==> src/rtl/core/ssru_pkg.sv <==
// Shared types and constants for the segmented scan reduce unit.
`timescale 1ns / 1ps

package ssru_pkg;

   localparam int unsigned OP_WIDTH  = 3;
   localparam int unsigned IO_WIDTH  = 32;
   localparam int unsigned CSR_IDX_WIDTH  = 1;
   localparam int unsigned CSR_DATA_WIDTH = 3;

   typedef enum logic [OP_WIDTH-1:0] {
      OP_ADD = 3'd0,
      OP_MUL = 3'd1,
      OP_MIN = 3'd2,
      OP_MAX = 3'd3,
      OP_AND = 3'd4,
      OP_OR  = 3'd5,
      OP_XOR = 3'd6
   } op_type;

   localparam logic [CSR_IDX_WIDTH-1:0] CSR_OPERATION    = 1'b0;
   localparam logic [CSR_IDX_WIDTH-1:0] CSR_USE_SEGMENTS = 1'b1;

endpackage

==> src/rtl/core/ssru_combine.sv <==
// Operator unit: identity value and one combine step for the selected operator.
`timescale 1ns / 1ps

module ssru_combine #(
   parameter int unsigned DATA_WIDTH = 32
) (
   input  logic [ssru_pkg::OP_WIDTH-1:0] op,
   input  logic [DATA_WIDTH-1:0]         lhs,
   input  logic [DATA_WIDTH-1:0]         rhs,
   output logic [DATA_WIDTH-1:0]         identity,
   output logic [DATA_WIDTH-1:0]         result
);

   localparam logic [DATA_WIDTH-1:0] ALL_ONES = {DATA_WIDTH{1'b1}};
   localparam logic [DATA_WIDTH-1:0] MAX_POS  = ALL_ONES >> 1;
   localparam logic [DATA_WIDTH-1:0] MIN_NEG  = ~MAX_POS;
   localparam logic [DATA_WIDTH-1:0] ONE      = DATA_WIDTH'(1);

   logic rhs_less;
   logic [DATA_WIDTH-1:0] product;

   assign rhs_less = $signed(rhs) < $signed(lhs);
   assign product  = lhs * rhs;

   always_comb begin
      case (op)
         ssru_pkg::OP_MUL: identity = ONE;
         ssru_pkg::OP_MIN: identity = MAX_POS;
         ssru_pkg::OP_MAX: identity = MIN_NEG;
         ssru_pkg::OP_AND: identity = ALL_ONES;
         default:          identity = '0;
      endcase
   end

   always_comb begin
      case (op)
         ssru_pkg::OP_MUL: result = product;
         ssru_pkg::OP_MIN: result = rhs_less ? rhs : lhs;
         ssru_pkg::OP_MAX: result = rhs_less ? lhs : rhs;
         ssru_pkg::OP_AND: result = lhs & rhs;
         ssru_pkg::OP_OR:  result = lhs | rhs;
         ssru_pkg::OP_XOR: result = lhs ^ rhs;
         default:          result = lhs + rhs;
      endcase
   end

endmodule

==> src/rtl/core/segmented_scan_reduce_unit.sv <==
// Top level of the segmented exclusive prefix scan unit.
//
// Elements enter on the req_ channel, one per transfer, with a segment-start
// and a last-of-vector flag. Each element yields one transfer on the rsp_
// channel carrying its exclusive prefix, the total of a segment that its
// start flag closed, and the running total of its segment including itself.
// The csr_ port selects the operator and whether start flags are honored.
// Users must write it only while no element is in flight; nothing enforces it.
// An element is held in an input register, then combined with the running
// value and written to the result register, from which its result is
// offered. One element is taken every cycle while rsp_stall does not hold
// the result; the rate is set by the loop from the running value through
// the operator unit back into the running value.
// Reset empties both registers, selects add with segmenting enabled, and
// makes the next element open a new vector.
// While rsp_stall is high the result holds; one more element may wait in
// the input register, after which req_stall is raised.
`timescale 1ns / 1ps

module segmented_scan_reduce_unit #(
   parameter int unsigned DATA_WIDTH = 32
) (
   input  logic                                  clock,
   input  logic                                  reset,
   input  logic                                  csr_write_enable,
   input  logic [ssru_pkg::CSR_IDX_WIDTH-1:0]    csr_index,
   input  logic [ssru_pkg::CSR_DATA_WIDTH-1:0]   csr_data,
   input  logic                                  req_valid,
   output logic                                  req_stall,
   input  logic signed [ssru_pkg::IO_WIDTH-1:0]  req_element,
   input  logic                                  req_seg_start,
   input  logic                                  req_vector_last,
   output logic                                  rsp_valid,
   input  logic                                  rsp_stall,
   output logic signed [ssru_pkg::IO_WIDTH-1:0]  rsp_prefix,
   output logic signed [ssru_pkg::IO_WIDTH-1:0]  rsp_closed_total,
   output logic                                  rsp_closed_valid,
   output logic signed [ssru_pkg::IO_WIDTH-1:0]  rsp_final_total,
   output logic                                  rsp_final_valid
);

   localparam int unsigned IO_WIDTH = ssru_pkg::IO_WIDTH;

   logic [ssru_pkg::OP_WIDTH-1:0] operation_ff;
   logic                          use_segments_ff;

   logic                  in_valid_ff, in_valid_in;
   logic [DATA_WIDTH-1:0] in_element_ff;
   logic                  in_seg_start_ff;
   logic                  in_last_ff;

   logic [DATA_WIDTH-1:0] running_ff;
   logic                  fresh_ff;

   logic                  rsp_valid_ff, rsp_valid_in;
   logic [IO_WIDTH-1:0]   rsp_prefix_ff;
   logic [IO_WIDTH-1:0]   rsp_closed_total_ff;
   logic                  rsp_closed_valid_ff;
   logic [IO_WIDTH-1:0]   rsp_final_total_ff;
   logic                  rsp_final_valid_ff;

   logic                  advance;
   logic                  load_in;
   logic                  fire;
   logic                  seg_flag;
   logic                  seg_open;
   logic                  seg_closed;
   logic [DATA_WIDTH-1:0] identity;
   logic [DATA_WIDTH-1:0] prefix_value;
   logic [DATA_WIDTH-1:0] after;
   logic [63:0]           element_wide;
   logic [63:0]           prefix_wide;
   logic [63:0]           after_wide;
   logic [63:0]           running_wide;

   assign advance   = !rsp_valid_ff || !rsp_stall;
   assign load_in   = !in_valid_ff || advance;
   assign fire      = in_valid_ff && advance;
   assign req_stall = !load_in;

   assign in_valid_in  = load_in ? req_valid : in_valid_ff;
   assign rsp_valid_in = advance ? in_valid_ff : rsp_valid_ff;

   assign element_wide = 64'(req_element);
   assign seg_flag     = use_segments_ff && in_seg_start_ff;
   assign seg_open     = fresh_ff || seg_flag;
   assign seg_closed   = seg_flag && !fresh_ff;
   assign prefix_value = seg_open ? identity : running_ff;

   ssru_combine #(
      .DATA_WIDTH(DATA_WIDTH)
   ) u_combine (
      .op       (operation_ff),
      .lhs      (prefix_value),
      .rhs      (in_element_ff),
      .identity (identity),
      .result   (after)
   );

   assign prefix_wide  = 64'($signed(prefix_value));
   assign after_wide   = 64'($signed(after));
   assign running_wide = 64'($signed(running_ff));

   always_ff @(posedge clock) begin
      if (reset) begin
         operation_ff    <= ssru_pkg::OP_ADD;
         use_segments_ff <= 1'b1;
      end else if (csr_write_enable) begin
         case (csr_index)
            ssru_pkg::CSR_OPERATION:    operation_ff    <= csr_data;
            ssru_pkg::CSR_USE_SEGMENTS: use_segments_ff <= csr_data[0];
            default: ;
         endcase
      end
   end

   always_ff @(posedge clock) begin
      if (reset) begin
         in_valid_ff  <= 1'b0;
         rsp_valid_ff <= 1'b0;
         fresh_ff     <= 1'b1;
      end else begin
         in_valid_ff  <= in_valid_in;
         rsp_valid_ff <= rsp_valid_in;
         if (fire) begin
            fresh_ff <= in_last_ff;
         end
      end
   end

   always_ff @(posedge clock) begin
      if (load_in) begin
         in_element_ff   <= element_wide[DATA_WIDTH-1:0];
         in_seg_start_ff <= req_seg_start;
         in_last_ff      <= req_vector_last;
      end
      if (fire) begin
         running_ff          <= after;
         rsp_prefix_ff       <= prefix_wide[IO_WIDTH-1:0];
         rsp_closed_total_ff <= seg_closed ? running_wide[IO_WIDTH-1:0] : '0;
         rsp_closed_valid_ff <= seg_closed;
         rsp_final_total_ff  <= after_wide[IO_WIDTH-1:0];
         rsp_final_valid_ff  <= in_last_ff;
      end
   end

   assign rsp_valid        = rsp_valid_ff;
   assign rsp_prefix       = rsp_prefix_ff;
   assign rsp_closed_total = rsp_closed_total_ff;
   assign rsp_closed_valid = rsp_closed_valid_ff;
   assign rsp_final_total  = rsp_final_total_ff;
   assign rsp_final_valid  = rsp_final_valid_ff;

endmodule

==> config.mk <==
export PLATFORM = sky130hd
export DESIGN_NAME = segmented_scan_reduce_unit
export DESIGN_NICKNAME = d
export VERILOG_FILES = /design/src/rtl/core/ssru_pkg.sv /design/src/rtl/core/ssru_combine.sv /design/src/rtl/core/segmented_scan_reduce_unit.sv
export SDC_FILE = /design/constraint.sdc
export NUM_CORES = 2
export LEC_CHECK = 0
export BUFFER_PORTS_ARGS = -buffer_cell sky130_fd_sc_hd__buf_2
export CELL_PAD_IN_SITES_DETAIL_PLACEMENT = 1
export CELL_PAD_IN_SITES_GLOBAL_PLACEMENT = 1
export CORE_UTILIZATION = 45
export CTS_CLUSTER_SIZE = 8
export DETAILED_ROUTE_END_ITERATION = 8
export GPL_ROUTABILITY_DRIVEN = 0
export PLACE_DENSITY_LB_ADDON = 0.1
export SYNTH_ARGS = -nofsm -noshare
export SYNTH_HDL_FRONTEND = slang
export SYNTH_SLANG_ARGS = --single-unit
==> constraint.sdc <==
create_clock -name clock -period 7.9 [get_ports clock]
set_input_delay 0.79 -clock clock [delete_from_list [all_inputs] [get_ports clock]]
set_output_delay 0.79 -clock clock [all_outputs]
set_load 0.01 [all_outputs]
==> summary.txt <==
Route
  – Iteration-0 DRC count of the detailed router: 2495
  – Via density per instance: 5.95
  – Detailed Route WL: 116000 um
  – First-pass detailed-route iteration total: 6
  – Wirelength per Cell: 28.8 um
  – DRC violations left: 0
  – Via count of the routed design: 23900
  – Post-DRT Antenna Nets: 0

Critical path
  – Cell with the biggest individual delay on the critical path: sky130_fd_sc_hd__fa_1
  – Most Frequent Cell on Critical Path: sky130_fd_sc_hd__fa_1
  – Worst-case register-to-register setup slack: -0.22 ns
  – Startpoint-to-endpoint class of the critical path: reg -> reg
  – Setup crit end kind: flip-flop
  – Startpoint types: flip-flop
  – Worst path max stage delay: 0.56 ns
  – Total buffers and inverters traversed by the critical path: 9
  – Critical Path Fanout Max: 4
  – Arrival @ worst endpoint: 8.32 ns
  – Stages on the worst setup path: 31
  – Worst Reg2Reg Path Length in Cells: 31
  – Data required time of the worst path: 8.10 ns
  – Kind of cell with the highest combined delay on the critical path: adder cells

Placed design
  – Number of port buffers: 142
  – Placement Cell Area: 29500 um^2
  – Count of placed standard cells including taps: 3939
  – Placed wire-length estimate: 91100 um
  – Pre-CTS setup slack: -0.481 ns

Clocking
  – CTS tree: built
  – Clock transition at the registers of the reported paths: 0.08 ns
  – Deepest clock path buffer count: 2
  – Clk root buf: sky130_fd_sc_hd__clkbuf_16
  – Count of hold-fix buffers inserted at cts: 0
  – Cts bufs inserted: 17
  – Skew-Pair Late Insertion Delay: 0.51 ns
  – Num Clock Sinks: 139
  – Depth of the CTS H-tree: 4

Cells and area
  – Synthesis-to-finish area growth: 25.1%
  – Final instance area: 31500 um^2
  – FF+latch area: 4110 um^2
  – Net total in the final layout: 3943
  – Multi-input gate area: 19500 um^2
  – Number of fill cells: 6404
  – Proportion of layout cells with a drive suffix above 1: 24.9%
  – Most frequent cells in the layout: 461 x sky130_fd_sc_hd__inv_1, 386 x sky130_fd_sc_hd__buf_4, 384 x sky130_fd_sc_hd__fa_1
  – Commonest non-fill, non-tap cell in the layout: sky130_fd_sc_hd__inv_1
  – Final cell count without fillers: 4026

STA
  – Max Slew Vio Count: 0
  – Clock Skew: 0.0205 ns
  – Final number of hold-violating endpoints: 0
  – Fraction of the cycle the final worst path needs: 103%
  – Worst setup margin: -0.221 ns
  – Fin Hold WS: 0.454 ns
  – Highest achievable clock rate: 0.123 GHz
  – Worst-case headroom to the max-slew limit: 9.20%
  – Slew at the pin with the worst max-slew slack: 1.33 ns
  – Final Critical Period: 8.12 ns
  – Endpoints failing setup: 10
  – Unrepaired setup endpoints after global routing: yes

Floorplan
  – Starting density of the core: 45.7%
  – Number of core rows: 86
  – Width of the chip: 239 um
  – Overall die height: 239 um
  – Core area: 55200 um^2
  – Die ar.: 57000 um^2
  – Total I/O pin count: 143

Min path
  – Min-delay worst type: in -> reg
  – Hold Path Cell Cnt: 1

Yosys
  – Syn nets: 3482
  – Number of distinct library cells after synthesis: 84
  – Synth async-reset ratio: 0%
  – Cells after synthesis: 2801
  – Most common flop cell mapped by yosys: sky130_fd_sc_hd__edfxtp_1
  – Number of synthesized flops with an enable pin: 132
  – Proportion of synthesized chip area in sequential cells: 16.3%
  – Synth warnings: 0
  – Number of synthesized register bits: 139
  – Area of the mapped netlist: 25200 um^2
  – Post-synthesis area per instance: 9.00 um^2

Global routing
  – GRT Total Usage: 41.0%
  – Number of antenna violations at the first check in global routing: 3
  – Maximum number of pins on one net before global-route repair: 62
  – Vias in the first global route: 25800
  – Congestion Overflow GR: 0
  – Global-route wire length before repair: 168000 um

Run status
  – Outcome: finished with violations
  – Violations in the final reports: setup timing

Job
  – Number of maximum-capacitance violations: 0
## area by class of cell
type	count	area share, %
clock buffer	17	1.35
inverter	493	5.93
tap	748	2.97
sequential	139	13.0
clock inverter	15	0.520
timing repair buffer	590	14.5
antenna	3	0.0238
multi-input combinational	2021	61.7
## cell usage after synthesis, types with 10 or more instances
library cell                  n  area (um^2)
sky130_fd_sc_hd__nor2b_1     12         75.1
sky130_fd_sc_hd__nand2_1    350         1310
sky130_fd_sc_hd__nand3_1     25          125
sky130_fd_sc_hd__xnor2_1     62          543
sky130_fd_sc_hd__a21oi_1    118          591
sky130_fd_sc_hd__clkbuf_1   117          439
sky130_fd_sc_hd__nand2b_1    14         87.6
sky130_fd_sc_hd__a21o_1      28          210
sky130_fd_sc_hd__nor2_1     325         1220
sky130_fd_sc_hd__xor2_1      28          245
sky130_fd_sc_hd__edfxtp_1   132         3960
sky130_fd_sc_hd__buf_1       11         41.3
sky130_fd_sc_hd__ha_1       229         2870
sky130_fd_sc_hd__nor3_1      24          120
sky130_fd_sc_hd__mux2i_1     30          300
sky130_fd_sc_hd__a22oi_1     10         75.1
sky130_fd_sc_hd__o21ai_0     68          340
sky130_fd_sc_hd__a2bb2oi_1   12          105
sky130_fd_sc_hd__inv_1      481         1810
sky130_fd_sc_hd__and2_1      35          219
sky130_fd_sc_hd__a211oi_1    27          203
sky130_fd_sc_hd__o21a_1      12         90.1
sky130_fd_sc_hd__o22ai_1     32          200
sky130_fd_sc_hd__o211ai_1    17          128
sky130_fd_sc_hd__fa_1       409         8190
## worst register-to-register path, delay by kind of cell, from the launching register on
family | cells | cell delay (ns)
AO/OA/AOI/OAI | 7 | 1.36
XOR/XNOR | 1 | 0.13
adder cells (fa/ha/maj) | 9 | 4.26
buffers and inverters | 9 | 0.88
flip-flops | 1 | 0.40
AND/OR/NAND/NOR | 5 | 0.81
## registers in the layout (all words and copies together) (netlist names), 3 cells and up
name and count:
in_element_ff 32, rsp_final_total 32, rsp_closed_total 32, operation_ff 3
rsp_prefix 32
## per-layer routing
metal	up-vias	wire length, um	track usage (%)	part of all wire (%)
li1	9854	-	-	-
met1	12200	43200	50.9	37
met2	1392	53200	65.0	46
met3	462	10500	8.43	9.0
met4	2	9230	26.7	8.0
met5	-	13	0	0.011
## per-stage QoR
| stage | util [%] | TNS (ns) |
|---|---|---|
| after floorplan | - | 0 |
| after global placement | 53.5 | -2.09 |
| after detailed placement | 53.5 | -3.89 |
| after CTS | 55.9 | -0.926 |
| after global routing | 57.1 | -3.11 |
| final | 57.1 | -1.11 |
## worst paths after layout
path | to | from
worst max-delay path | rsp_final_total[25] | in_seg_start_ff
worst min register to register | rsp_final_valid | in_last_ff
worst min-delay path | in_element_ff[25] | req_element[25]
worst max register to register | rsp_final_total[25] | in_seg_start_ff
## cells by family after synthesis
group / count (synthesis) / synth area share, %
and+or+nand+nor: 826 / 13.6
buffers and inverters: 641 / 9.82
adders and majority gates: 638 / 43.9
AOI/OAI and AO/OA: 429 / 11.4
DFF: 139 / 16.3
xor gates and xnor gates: 95 / 3.57
muxes: 33 / 1.37
## timing repair
item,in CTS,in global routing
setup endpoints to repair,14,17
cloned,1,0
gates resized for setup,120,123
setup buffers,30,29
pin swaps,70,86
Power is left out: the tool's default activity adds up to more than one toggle a clock period on the data nets, which glitch-free logic cannot reach.
